## config.mk

```make
export PLATFORM = sky130hd
export DESIGN_NAME = settable_wall_clock_flat
export DESIGN_NICKNAME = d
export VERILOG_FILES = /design/src/hdl/stw_pkg.sv /design/src/hdl/stw_in_if.sv /design/src/hdl/stw_out_if.sv /design/src/hdl/stw_const_div.sv /design/src/hdl/settable_wall_clock.sv /design/src/flat_wrapper.sv
export SDC_FILE = /design/constraint.sdc
export NUM_CORES = 2
export LEC_CHECK = 0
export ABC_AREA = 1
export BUFFER_PORTS_ARGS = -buffer_cell sky130_fd_sc_hd__buf_2
export CAP_MARGIN = 20
export CORE_MARGIN = 2
export CORE_UTILIZATION = 55
export CTS_CLUSTER_DIAMETER = 120
export DETAILED_ROUTE_END_ITERATION = 12
export HOLD_SLACK_MARGIN = 0.08
export PLACE_DENSITY = 0.78
export SLEW_MARGIN = 20
export SYNTH_ARGS = -nofsm -noshare
export SYNTH_HDL_FRONTEND = slang
export SYNTH_SLANG_ARGS = --single-unit
```

## constraint.sdc

```tcl
create_clock -name clk -period 18.3 [get_ports clk]
set_input_delay 1.83 -clock clk [delete_from_list [all_inputs] [get_ports clk]]
set_output_delay 1.83 -clock clk [all_outputs]
set_load 0.01 [all_outputs]
```

## src/hdl/stw_pkg.sv

```systemverilog
// ----------------------------------------------------------------------------
// stw_pkg: shared types and constants of the settable wall clock
// command codes, character codes, field widths and time-unit constants
// ----------------------------------------------------------------------------
package stw_pkg;

  // beat field widths
  localparam int OP_W   = 2;
  localparam int TICK_W = 32;
  localparam int CHAR_W = 8;
  localparam int HOUR_W = 5;
  localparam int MIN_W  = 6;
  localparam int SEC_W  = 6;
  localparam int BASE_W = 19;

  // command codes
  typedef enum logic [OP_W-1:0] {
    OP_NONE  = 2'd0,
    OP_RESET = 2'd1,
    OP_SET   = 2'd2,
    OP_STOP  = 2'd3
  } stw_op_t;

  // ascii codes used by the set command
  localparam logic [CHAR_W-1:0] CHAR_ZERO  = 8'd48;
  localparam logic [CHAR_W-1:0] CHAR_NINE  = 8'd57;
  localparam logic [CHAR_W-1:0] CHAR_COLON = 8'd58;
  localparam logic [CHAR_W-1:0] CHAR_NUL   = 8'd0;

  // time units
  localparam int SEC_PER_HOUR  = 3600;
  localparam int SEC_PER_MIN   = 60;
  localparam int HOURS_PER_DAY = 24;

endpackage

```

## src/hdl/stw_in_if.sv

```systemverilog
// ----------------------------------------------------------------------------
// stw_in_if: command channel of the settable wall clock
// valid/ready channel carrying one command beat with the tick count
// ----------------------------------------------------------------------------
interface stw_in_if;
  import stw_pkg::*;

  logic              valid;
  logic              ready;
  logic [OP_W-1:0]   op;
  logic [TICK_W-1:0] tick_count;
  logic [CHAR_W-1:0] hour_tens_char;
  logic [CHAR_W-1:0] hour_ones_char;
  logic [CHAR_W-1:0] first_separator;
  logic [CHAR_W-1:0] minute_tens_char;
  logic [CHAR_W-1:0] minute_ones_char;
  logic [CHAR_W-1:0] second_separator;
  logic [CHAR_W-1:0] second_tens_char;
  logic [CHAR_W-1:0] second_ones_char;
  logic [CHAR_W-1:0] terminator_char;

  modport source (
    output valid, op, tick_count, hour_tens_char, hour_ones_char, first_separator,
           minute_tens_char, minute_ones_char, second_separator, second_tens_char,
           second_ones_char, terminator_char,
    input  ready
  );

  modport sink (
    input  valid, op, tick_count, hour_tens_char, hour_ones_char, first_separator,
           minute_tens_char, minute_ones_char, second_separator, second_tens_char,
           second_ones_char, terminator_char,
    output ready
  );

endinterface

```

## src/hdl/stw_out_if.sv

```systemverilog
// ----------------------------------------------------------------------------
// stw_out_if: time-of-day channel of the settable wall clock
// valid/ready channel carrying one hh:mm:ss beat
// ----------------------------------------------------------------------------
interface stw_out_if;
  import stw_pkg::*;

  logic              valid;
  logic              ready;
  logic [HOUR_W-1:0] hours;
  logic [MIN_W-1:0]  minutes;
  logic [SEC_W-1:0]  seconds;

  modport source (
    output valid, hours, minutes, seconds,
    input  ready
  );

  modport sink (
    input  valid, hours, minutes, seconds,
    output ready
  );

endinterface

```

## src/hdl/stw_const_div.sv

```systemverilog
// ----------------------------------------------------------------------------
// stw_const_div: pipelined divider by a constant
// reciprocal multiply in two half-width products, remainder and one-step fixup
// ----------------------------------------------------------------------------
module stw_const_div #(
  parameter  int W  = 32,
  parameter  int D  = 2000,
  parameter  int SW = 1,
  localparam int DW = $clog2(D + 1)
) (
  input  logic          clk,
  input  logic          rst_n,
  input  logic          in_valid,
  output logic          in_ready,
  input  logic [W-1:0]  x_i,
  input  logic [SW-1:0] side_i,
  output logic          out_valid,
  input  logic          out_ready,
  output logic [W-1:0]  q_o,
  output logic [DW-1:0] r_o,
  output logic [SW-1:0] side_o
);

  // reciprocal: floor(2^(W+L) / D) with L = floor(log2(D)), at most 2^W
  localparam int L   = $clog2(D + 1) - 1;
  localparam int H   = W / 2;
  localparam int HI  = W - H;
  localparam int PHW = HI + W + 1;
  localparam int PLW = H + W + 1;
  localparam int PW  = 2 * W + 1;
  localparam int QW  = W + DW;
  localparam logic [63:0] MFULL = (64'd1 << (W + L)) / 64'(D);
  localparam logic [W:0]      M    = MFULL[W:0];
  localparam logic [DW-1:0]   DV   = DW'(D);
  localparam logic [DW:0]     DV1  = (DW + 1)'(D);

  logic [4:0] v_r;
  logic [4:0] en;

  logic [W-1:0]   x0_r, x1_r, x2_r;
  logic [SW-1:0]  sd0_r, sd1_r, sd2_r, sd3_r, sd4_r;
  logic [PHW-1:0] phi_r, phi_nxt;
  logic [PLW-1:0] plo_r, plo_nxt;
  logic [PW-1:0]  full;
  logic [W-1:0]   qe2_r, qe2_nxt, qe3_r, q4_r, q4_nxt;
  logic [QW-1:0]  prd;
  logic [W-1:0]   diff;
  logic [DW:0]    r3_r, r3_nxt;
  logic [DW-1:0]  r4_r, r4_nxt;

  // a stage loads when empty or when its contents move on
  assign en[4]    = !v_r[4] || out_ready;
  assign en[3]    = !v_r[3] || en[4];
  assign en[2]    = !v_r[2] || en[3];
  assign en[1]    = !v_r[1] || en[2];
  assign en[0]    = !v_r[0] || en[1];
  assign in_ready = en[0];

  // partial products of the reciprocal multiply
  assign phi_nxt = PHW'(x0_r[W-1:H]) * PHW'(M);
  assign plo_nxt = PLW'(x0_r[H-1:0]) * PLW'(M);

  // estimate, low by at most one
  assign full    = (PW'(phi_r) << H) + PW'(plo_r);
  assign qe2_nxt = W'(full >> (W + L));

  // remainder of the estimate, below twice the divisor
  assign prd    = QW'(qe2_r) * QW'(DV);
  assign diff   = x2_r - prd[W-1:0];
  assign r3_nxt = diff[DW:0];

  always_comb begin
    if (r3_r >= DV1) begin
      q4_nxt = qe3_r + W'(1);
      r4_nxt = DW'(r3_r - DV1);
    end else begin
      q4_nxt = qe3_r;
      r4_nxt = r3_r[DW-1:0];
    end
  end

  always_ff @(posedge clk) begin
    if (!rst_n) begin
      v_r <= '0;
    end else begin
      if (en[0]) v_r[0] <= in_valid;
      if (en[1]) v_r[1] <= v_r[0];
      if (en[2]) v_r[2] <= v_r[1];
      if (en[3]) v_r[3] <= v_r[2];
      if (en[4]) v_r[4] <= v_r[3];
    end
  end

  always_ff @(posedge clk) begin
    if (en[0]) begin
      x0_r  <= x_i;
      sd0_r <= side_i;
    end
    if (en[1]) begin
      phi_r <= phi_nxt;
      plo_r <= plo_nxt;
      x1_r  <= x0_r;
      sd1_r <= sd0_r;
    end
    if (en[2]) begin
      qe2_r <= qe2_nxt;
      x2_r  <= x1_r;
      sd2_r <= sd1_r;
    end
    if (en[3]) begin
      qe3_r <= qe2_r;
      r3_r  <= r3_nxt;
      sd3_r <= sd2_r;
    end
    if (en[4]) begin
      q4_r  <= q4_nxt;
      r4_r  <= r4_nxt;
      sd4_r <= sd3_r;
    end
  end

  assign out_valid = v_r[4];
  assign q_o       = q4_r;
  assign r_o       = r4_r;
  assign side_o    = sd4_r;

endmodule

```

## src/hdl/settable_wall_clock.sv

```systemverilog
// ----------------------------------------------------------------------------
// settable_wall_clock: hh:mm:ss wall clock driven by a free-running tick count
// applies reset, set and stop commands and reports the time of day per beat
// ----------------------------------------------------------------------------
// Each command beat carries an op code and the current tick count. The op is
// applied when the beat is accepted: reset snaps the reference to a whole
// second and clears the time, a valid "hh:mm:ss" set loads the base time and
// takes the tick as reference, stop blanks the display, and an invalid set is
// ignored. While the display is on, every command beat yields one result
// beat with hours (mod 24), minutes and seconds; with the display off no
// result beat is produced. One beat is taken per clock cycle unless the
// chain stalls. The time is worked out by a chain of five constant-divider
// units (reference rounding, ticks to seconds, seconds to hours, hours mod
// 24, minutes and seconds), each five registers deep. Back pressure on the
// result channel fills the chain before the command channel stalls.
// ----------------------------------------------------------------------------
module settable_wall_clock #(
  parameter int TICKS_PER_SECOND = 2000
) (
  input logic      clk,
  input logic      rst_n,
  stw_in_if.sink   in_ch,
  stw_out_if.source out_ch
);
  import stw_pkg::*;

  localparam int TDW   = $clog2(TICKS_PER_SECOND + 1);
  localparam int TOT_W = TICK_W + 1;          // base plus elapsed seconds
  localparam int HRS_W = 21;                  // whole hours, below 2^21
  localparam int RSH_W = $clog2(SEC_PER_HOUR + 1);
  localparam int S1_W  = 2 * TICK_W + 1 + BASE_W;

  // digit weights of the set string
  localparam logic [BASE_W-1:0] W_H1 = BASE_W'(10 * SEC_PER_HOUR);
  localparam logic [BASE_W-1:0] W_H0 = BASE_W'(SEC_PER_HOUR);
  localparam logic [BASE_W-1:0] W_M1 = BASE_W'(10 * SEC_PER_MIN);
  localparam logic [BASE_W-1:0] W_M0 = BASE_W'(SEC_PER_MIN);
  localparam logic [BASE_W-1:0] W_S1 = BASE_W'(10);

  function automatic logic is_digit(input logic [CHAR_W-1:0] c);
    return (c >= CHAR_ZERO) && (c <= CHAR_NINE);
  endfunction

  function automatic logic [BASE_W-1:0] digit_val(input logic [CHAR_W-1:0] c);
    logic [CHAR_W-1:0] d;
    d = c - CHAR_ZERO;
    return BASE_W'(d[3:0]);
  endfunction

  // clock state
  logic [TICK_W-1:0] ref_raw_r, ref_raw_nxt;   // tick of the last reset or set
  logic              rnd_r, rnd_nxt;           // reference snaps to a second
  logic [BASE_W-1:0] base_r, base_nxt;
  logic              disp_r, disp_nxt;

  logic              accept;
  logic              set_ok;
  logic [BASE_W-1:0] set_base;

  // ready of each unit, passed back up the chain
  logic              d2_rdy, d3_rdy, d4_rdy, d5_rdy;

  assign accept = in_ch.valid && in_ch.ready;

  // the set string must be dd:dd:dd followed by a nul
  assign set_ok = (in_ch.first_separator == CHAR_COLON) &&
                  (in_ch.second_separator == CHAR_COLON) &&
                  (in_ch.terminator_char == CHAR_NUL) &&
                  is_digit(in_ch.hour_tens_char) && is_digit(in_ch.hour_ones_char) &&
                  is_digit(in_ch.minute_tens_char) && is_digit(in_ch.minute_ones_char) &&
                  is_digit(in_ch.second_tens_char) && is_digit(in_ch.second_ones_char);

  assign set_base = digit_val(in_ch.hour_tens_char) * W_H1 +
                    digit_val(in_ch.hour_ones_char) * W_H0 +
                    digit_val(in_ch.minute_tens_char) * W_M1 +
                    digit_val(in_ch.minute_ones_char) * W_M0 +
                    digit_val(in_ch.second_tens_char) * W_S1 +
                    digit_val(in_ch.second_ones_char);

  // command decode
  always_comb begin
    ref_raw_nxt = ref_raw_r;
    rnd_nxt     = rnd_r;
    base_nxt    = base_r;
    disp_nxt    = disp_r;
    case (stw_op_t'(in_ch.op))
      OP_RESET: begin
        ref_raw_nxt = in_ch.tick_count;
        rnd_nxt     = 1'b1;
        base_nxt    = '0;
        disp_nxt    = 1'b1;
      end
      OP_SET: begin
        if (set_ok) begin
          ref_raw_nxt = in_ch.tick_count;
          rnd_nxt     = 1'b0;
          base_nxt    = set_base;
          disp_nxt    = 1'b1;
        end
      end
      OP_STOP: begin
        disp_nxt = 1'b0;
      end
      default: begin
      end
    endcase
  end

  always_ff @(posedge clk) begin
    if (!rst_n) begin
      ref_raw_r <= '0;
      rnd_r     <= 1'b0;
      base_r    <= '0;
      disp_r    <= 1'b1;
    end else if (accept) begin
      ref_raw_r <= ref_raw_nxt;
      rnd_r     <= rnd_nxt;
      base_r    <= base_nxt;
      disp_r    <= disp_nxt;
    end
  end

  // unit 1: remainder of the reference tick, for the whole-second snap
  // each beat carries its own copy of the clock state down the chain
  logic              d1_rdy, d1_vld;
  logic [TDW-1:0]    d1_r;
  logic [S1_W-1:0]   d1_side;
  logic [TICK_W-1:0] d1_tick, d1_ref, d1_ref_raw, d1_elapsed;
  logic              d1_rnd;
  logic [BASE_W-1:0] d1_base;

  assign in_ch.ready = d1_rdy;

  stw_const_div #(
    .W  (TICK_W),
    .D  (TICKS_PER_SECOND),
    .SW (S1_W + 0)
  ) u_div_ref (
    .clk       (clk),
    .rst_n     (rst_n),
    .in_valid  (in_ch.valid && disp_nxt),
    .in_ready  (d1_rdy),
    .x_i       (ref_raw_nxt),
    .side_i    ({in_ch.tick_count, rnd_nxt, base_nxt, ref_raw_nxt}),
    .out_valid (d1_vld),
    .out_ready (d2_rdy),
    .q_o       (),
    .r_o       (d1_r),
    .side_o    (d1_side)
  );

  assign {d1_tick, d1_rnd, d1_base} = d1_side[S1_W-1:TICK_W];
  assign d1_ref_raw = d1_side[TICK_W-1:0];

  // elapsed ticks wrap modulo 2^32
  assign d1_ref     = d1_rnd ? (d1_ref_raw - TICK_W'(d1_r)) : d1_ref_raw;
  assign d1_elapsed = d1_tick - d1_ref;

  // unit 2: elapsed ticks to whole seconds
  logic              d2_vld;
  logic [TICK_W-1:0] d2_q;
  logic [BASE_W-1:0] d2_base;
  logic [TOT_W-1:0]  d2_total;

  stw_const_div #(
    .W  (TICK_W),
    .D  (TICKS_PER_SECOND),
    .SW (BASE_W)
  ) u_div_sec (
    .clk       (clk),
    .rst_n     (rst_n),
    .in_valid  (d1_vld),
    .in_ready  (d2_rdy),
    .x_i       (d1_elapsed),
    .side_i    (d1_base),
    .out_valid (d2_vld),
    .out_ready (d3_rdy),
    .q_o       (d2_q),
    .r_o       (),
    .side_o    (d2_base)
  );

  assign d2_total = TOT_W'(d2_base) + TOT_W'(d2_q);

  // unit 3: seconds to whole hours and seconds within the hour
  logic              d3_vld;
  logic [TOT_W-1:0]  d3_q;
  logic [RSH_W-1:0]  d3_r;

  stw_const_div #(
    .W  (TOT_W),
    .D  (SEC_PER_HOUR),
    .SW (1)
  ) u_div_hour (
    .clk       (clk),
    .rst_n     (rst_n),
    .in_valid  (d2_vld),
    .in_ready  (d3_rdy),
    .x_i       (d2_total),
    .side_i    (1'b0),
    .out_valid (d3_vld),
    .out_ready (d4_rdy),
    .q_o       (d3_q),
    .r_o       (d3_r),
    .side_o    ()
  );

  // unit 4: hours modulo one day
  logic              d4_vld;
  logic [HOUR_W-1:0] d4_r;
  logic [RSH_W-1:0]  d4_rsh;

  stw_const_div #(
    .W  (HRS_W),
    .D  (HOURS_PER_DAY),
    .SW (RSH_W)
  ) u_div_day (
    .clk       (clk),
    .rst_n     (rst_n),
    .in_valid  (d3_vld),
    .in_ready  (d4_rdy),
    .x_i       (d3_q[HRS_W-1:0]),
    .side_i    (d3_r),
    .out_valid (d4_vld),
    .out_ready (d5_rdy),
    .q_o       (),
    .r_o       (d4_r),
    .side_o    (d4_rsh)
  );

  // unit 5: seconds within the hour to minutes and seconds
  logic              d5_vld;
  logic [RSH_W-1:0]  d5_q;
  logic [SEC_W-1:0]  d5_r;
  logic [HOUR_W-1:0] d5_hours;

  stw_const_div #(
    .W  (RSH_W),
    .D  (SEC_PER_MIN),
    .SW (HOUR_W)
  ) u_div_min (
    .clk       (clk),
    .rst_n     (rst_n),
    .in_valid  (d4_vld),
    .in_ready  (d5_rdy),
    .x_i       (d4_rsh),
    .side_i    (d4_r),
    .out_valid (d5_vld),
    .out_ready (out_ch.ready),
    .q_o       (d5_q),
    .r_o       (d5_r),
    .side_o    (d5_hours)
  );

  // result beat straight from the last unit's output register
  assign out_ch.valid   = d5_vld;
  assign out_ch.hours   = d5_hours;
  assign out_ch.minutes = d5_q[MIN_W-1:0];
  assign out_ch.seconds = d5_r;

endmodule
```

## src/flat_wrapper.sv

```systemverilog
// flat-port wrapper written by rule: the top's interface ports become plain ports
module settable_wall_clock_flat import stw_pkg::*;
#(
  parameter int TICKS_PER_SECOND = 2000
)
  (clk, rst_n, in_ch_valid, in_ch_op, in_ch_tick_count, in_ch_hour_tens_char, in_ch_hour_ones_char, in_ch_first_separator, in_ch_minute_tens_char, in_ch_minute_ones_char, in_ch_second_separator, in_ch_second_tens_char, in_ch_second_ones_char, in_ch_terminator_char, in_ch_ready, out_ch_valid, out_ch_hours, out_ch_minutes, out_ch_seconds, out_ch_ready);
  stw_in_if in_ch_i ();
  stw_out_if out_ch_i ();
  input logic clk;
  input logic rst_n;
  input wire logic [$bits(in_ch_i.valid)-1:0] in_ch_valid;
  input wire logic [$bits(in_ch_i.op)-1:0] in_ch_op;
  input wire logic [$bits(in_ch_i.tick_count)-1:0] in_ch_tick_count;
  input wire logic [$bits(in_ch_i.hour_tens_char)-1:0] in_ch_hour_tens_char;
  input wire logic [$bits(in_ch_i.hour_ones_char)-1:0] in_ch_hour_ones_char;
  input wire logic [$bits(in_ch_i.first_separator)-1:0] in_ch_first_separator;
  input wire logic [$bits(in_ch_i.minute_tens_char)-1:0] in_ch_minute_tens_char;
  input wire logic [$bits(in_ch_i.minute_ones_char)-1:0] in_ch_minute_ones_char;
  input wire logic [$bits(in_ch_i.second_separator)-1:0] in_ch_second_separator;
  input wire logic [$bits(in_ch_i.second_tens_char)-1:0] in_ch_second_tens_char;
  input wire logic [$bits(in_ch_i.second_ones_char)-1:0] in_ch_second_ones_char;
  input wire logic [$bits(in_ch_i.terminator_char)-1:0] in_ch_terminator_char;
  output wire logic [$bits(in_ch_i.ready)-1:0] in_ch_ready;
  output wire logic [$bits(out_ch_i.valid)-1:0] out_ch_valid;
  output wire logic [$bits(out_ch_i.hours)-1:0] out_ch_hours;
  output wire logic [$bits(out_ch_i.minutes)-1:0] out_ch_minutes;
  output wire logic [$bits(out_ch_i.seconds)-1:0] out_ch_seconds;
  input wire logic [$bits(out_ch_i.ready)-1:0] out_ch_ready;
  assign in_ch_i.valid = in_ch_valid;
  assign in_ch_i.op = in_ch_op;
  assign in_ch_i.tick_count = in_ch_tick_count;
  assign in_ch_i.hour_tens_char = in_ch_hour_tens_char;
  assign in_ch_i.hour_ones_char = in_ch_hour_ones_char;
  assign in_ch_i.first_separator = in_ch_first_separator;
  assign in_ch_i.minute_tens_char = in_ch_minute_tens_char;
  assign in_ch_i.minute_ones_char = in_ch_minute_ones_char;
  assign in_ch_i.second_separator = in_ch_second_separator;
  assign in_ch_i.second_tens_char = in_ch_second_tens_char;
  assign in_ch_i.second_ones_char = in_ch_second_ones_char;
  assign in_ch_i.terminator_char = in_ch_terminator_char;
  assign in_ch_ready = in_ch_i.ready;
  assign out_ch_valid = out_ch_i.valid;
  assign out_ch_hours = out_ch_i.hours;
  assign out_ch_minutes = out_ch_i.minutes;
  assign out_ch_seconds = out_ch_i.seconds;
  assign out_ch_i.ready = out_ch_ready;
  settable_wall_clock #(.TICKS_PER_SECOND(TICKS_PER_SECOND)) u_core (.clk(clk), .rst_n(rst_n), .in_ch(in_ch_i), .out_ch(out_ch_i));
endmodule
```

==> reports/summary.md <==
The run finished with clean final reports. For the finished layout, the period the worst path requires is 8.93 ns. For the relative slew slack, the log shows 29.4%. In this run, the number of DRC markers left after iteration 0 of detailed routing was 4,431.

The floorplan step defined a core boundary enclosing 0.182 mm2. Counting flops with an async set or reset pin after synthesis yields a share of 0%. Classification of the worst setup path: input port to output pin.

Of the post-synthesis cell area, the part taken by muxes is 0.0547%. By area the synthesized netlist is led by sky130_fd_sc_hd__edfxtp_1 37%, sky130_fd_sc_hd__ha_1 18%, sky130_fd_sc_hd__fa_1 17%, sky130_fd_sc_hd__inv_1 7.5%, sky130_fd_sc_hd__a21oi_1 3.3%. The summed area of non-filler cells in the final layout is 0.109 mm2. The worst path uses 48.8% of the clock period.

The worst register-to-register path has a depth of 22. The library cells used most frequently in the layout, excluding fill and tap cells, are 2,011 x sky130_fd_sc_hd__inv_1, 1,428 x sky130_fd_sc_hd__ha_1, 1,247 x sky130_fd_sc_hd__edfxtp_1. The run gives 12 as the number of antenna violations at the first check in global routing. The most common cell after layout, fill and taps aside was sky130_fd_sc_hd__inv_1.

Synthesis inferred 1,325 register bits. TritonCTS built the clock tree. Hold repair after CTS inserted 0 buffers.

The logs give 0 for the total congestion overflow and 0 for the count of buffers added by post-CTS timing repair for setup. The share of cells above drive strength 1 came out at 4.48%. The type of element capturing the critical path is an output pin. Final sum of negative setup slack: 0 ns.

Buffers inserted during clock tree synthesis total 135. In this design, the stage delay of the slowest critical-path cell is 0.52 ns. Setup slack on the critical path of the routed design comes to 9.37 ns. Traced cell by cell, the critical path runs through buf_2 > inv_1 > nand3_2 > nor2_2 > nand4_4 > nor2_4 > nand4_4 > nor2_4 > nand4_4 > nor2_4 > nand4_4 > nor2_4 > nand4_4 > nor2_4 > nand3_4 > buf_2.

Detailed placement ended at an HPWL of 178,000 um. The worst slack after detailed placement is 8.58 ns. Dividing the detail-routed via count by the number of cells gives 5.42.

By area, the combinational part of the netlist is dominated by adder cells. The tools report the die footprint as 0.187 mm2. The mean post-synth cell area was 11.0 um2; the maximum number of pins on one net before global-route repair was 93. The cell type with the largest total area after synthesis is sky130_fd_sc_hd__edfxtp_1. The first detailed-routing pass ran for 8 iterations. The logs give 0 for the final number of max-transition violations and 0 for the count of final setup violators. The number of different library cells in the post-synthesis netlist was 62; the area overhead of the layout relative to synthesis was 8.25%. In this run, synthesis inferred 1,247 flip-flops with an integrated enable.

The number of sinks handled by clock tree synthesis is 1,325, and the number of H-tree levels is 4. Counting instances, the worst hold path has a depth of 0. Summing the areas of all and, or, nand and nor instances in the mapped netlist gives 7.14% of the synthesized area. Gates resized during post-CTS repair numbered 0. Summing the areas of all xor and xnor instances in the mapped netlist gives 4.43% of the synthesized area. In this run the cell area of the synthesized design comes to 0.101 mm2. Of all nets on the critical path, the largest fanout is 47.

The height of the die was 432 um. Across the run, the number of max-cap violations was 0. Maximum buffer depth of the clock tree: 3. The data arrival time of the critical path is 7.10 ns, and the total nets after synthesis is 11,600. The hold violation count in the final report came out at 0.

The logs give 38.7% for the share of synthesized area occupied by flip-flops and latches and 0.112 GHz for the fmax. The post-route antenna net violation count came out at 0. The top cell type's share of synthesized area works out to 37.2%. For this run, design rule violations remaining after detail routing come to 0. Summing the areas of all compound-gate instances in the mapped netlist gives 7.22% of the synthesized area. The number of nets at the end of the flow came out at 11,800. The mean routed wirelength per cell was 18.6 um; the initial standard-cell utilization of the core was 55.2%.

Port buffering added 128 buffers. The count of buffering cells on the critical path with inverters included is 3. Setup repair after global routing left no endpoint under its margin. The worst setup path is launched from an input port. After clock tree synthesis, the clock-pin slew on the worst setup and hold paths is 0.07 ns.

The routed design has 222,000 um of wire. The cell family contributing the most delay on the critical path is simple AND/OR/NAND/NOR gates. The via count of the first global-routing pass was 68,000; the synthesized instance count was 9,171. The tools report the clock skew as 0.0374 ns. The critical path runs through a total of 16 cells. CTS placed an instance of sky130_fd_sc_hd__clkbuf_16 at the clock tree root.

The run gives 129 as the number of top-level pins. Via count: 64,600. For the wire length of the first global-routing pass, the log shows 359,000 um. At the pin with the least slew margin, the transition time is 1.06 ns. Global routing used 24.4% of the available tracks across all layers. The tools report the total cell area at the placement stage as 0.104 mm2. For the worst setup path, the data required time is 16.47 ns. The clock reaches the later pin of the worst-skew pair after 0.78 ns. The largest individual stage delay along the critical path comes from the cell sky130_fd_sc_hd__nand4_4. At the end of routability-driven placement, the weighted congestion stood at 0.958. The min-delay analysis places its worst path in the category flip-flop to flip-flop.

Among all flip-flop cells after synthesis, the most frequent one is sky130_fd_sc_hd__edfxtp_1. The floorplan has 157 rows. Of the total synthesized cell area, the portion taken by full adders, half adders and majority gates is 34.6%.

The chip width was 432 um. The Yosys warning count was 0.
[Yosys cell counts, types with 13 or more instances]
master,count
sky130_fd_sc_hd__fa_1,849
sky130_fd_sc_hd__nor2_1,497
sky130_fd_sc_hd__a22oi_1,33
sky130_fd_sc_hd__a221oi_1,13
sky130_fd_sc_hd__inv_1,2017
sky130_fd_sc_hd__nor3_1,72
sky130_fd_sc_hd__a21oi_1,674
sky130_fd_sc_hd__nand3_1,137
sky130_fd_sc_hd__nand2_1,779
sky130_fd_sc_hd__edfxtp_1,1247
sky130_fd_sc_hd__nand3b_1,44
sky130_fd_sc_hd__o21a_1,42
sky130_fd_sc_hd__xnor2_1,193
sky130_fd_sc_hd__xor2_1,316
sky130_fd_sc_hd__clkbuf_1,37
sky130_fd_sc_hd__o211ai_1,21
sky130_fd_sc_hd__o21ai_0,330
sky130_fd_sc_hd__a31oi_1,57
sky130_fd_sc_hd__or2_2,19
sky130_fd_sc_hd__dfxtp_1,78
sky130_fd_sc_hd__nor4_1,29
sky130_fd_sc_hd__a21boi_0,14
sky130_fd_sc_hd__o21bai_1,20
sky130_fd_sc_hd__a21o_1,21
sky130_fd_sc_hd__o221ai_1,13
sky130_fd_sc_hd__nand4_1,65
sky130_fd_sc_hd__ha_1,1428
sky130_fd_sc_hd__o31ai_1,16
[registers in the layout (all words and copies together), names as in the netlist, 32 cells and up]
register and flops:
u_core.u_div_sec.x0_r 32, u_core.u_div_ref.side_o 84, u_core.u_div_ref.phi_r 33, u_core.u_div_hour.plo_r 33, u_core.u_div_ref.sd0_r 53, u_core.u_div_ref.sd3_r 84
u_core.u_div_sec.phi_r 48, u_core.u_div_sec.plo_r 32, u_core.ref_raw_r 32, u_core.u_div_ref.sd1_r 73, u_core.u_div_ref.plo_r 32, u_core.u_div_ref.sd2_r 73
u_core.u_div_hour.phi_r 42
[final timing paths]
check / startpoint / to / slack [ns]
worst max register to register: u_core.u_div_ref.x0_r[5] / u_core.u_div_ref.plo_r[41] / 11.20
worst max-delay path: out_ch_ready / in_ch_ready / 9.37
worst min register to register: u_core.u_div_ref.sd1_r[33] / u_core.u_div_ref.sd2_r[33] / 0.41
worst min-delay path: u_core.u_div_ref.sd1_r[33] / u_core.u_div_ref.sd2_r[33] / 0.41
[cells by family (layout without fill, tap and decap cells)]
kind of cell	after synthesis	in the layout
fa+ha+maj	2277	2277
compound gates	1302	1302
other cells	0	9
flops	1325	1325
xor+xnor	509	509
mux	5	5
buf+inv	2080	2424
simple gates	1673	1673
[metrics by stage]
| stage | hold slack, ns | std cells | utilization (%) |
|---|---|---|---|
| finish | 0.405 | 11900 | 59.7 |
| global route | 0.407 | 11900 | 59.7 |
| CTS | 0.412 | 11900 | 59.7 |
| detailed placement | 0.405 | 11600 | 57.1 |
| global placement | 0.401 | 11600 | 57.1 |
| floorplan | 0.400 | 9171 | - |
[metal layers]
| layer | wire length, um | up-vias | track usage [%] |
|---|---|---|---|
| li1 | - | 30900 | - |
| met5 | 16 | - | 0 |
| met2 | 105000 | 1776 | 40.5 |
| met1 | 96400 | 31500 | 32.7 |
| met4 | 7650 | 2 | 8.24 |
| met3 | 12300 | 367 | 3.85 |
[cell type report]
| class | instances | area, um2 |
|---|---|---|
| antenna | 9 | 22.5 |
| clock buffer | 156 | 3520 |
| clock inverter | 92 | 1120 |
| fill | 14400 | 73500 |
| inverter | 2020 | 7590 |
| multi-input combinational | 5766 | 53900 |
| sequential | 1325 | 39000 |
| tap | 2385 | 2980 |
| timing repair buffer | 156 | 902 |
Power is not shown: default switching activity piles up to over one toggle a cycle in this logic, so the estimate is an artifact.
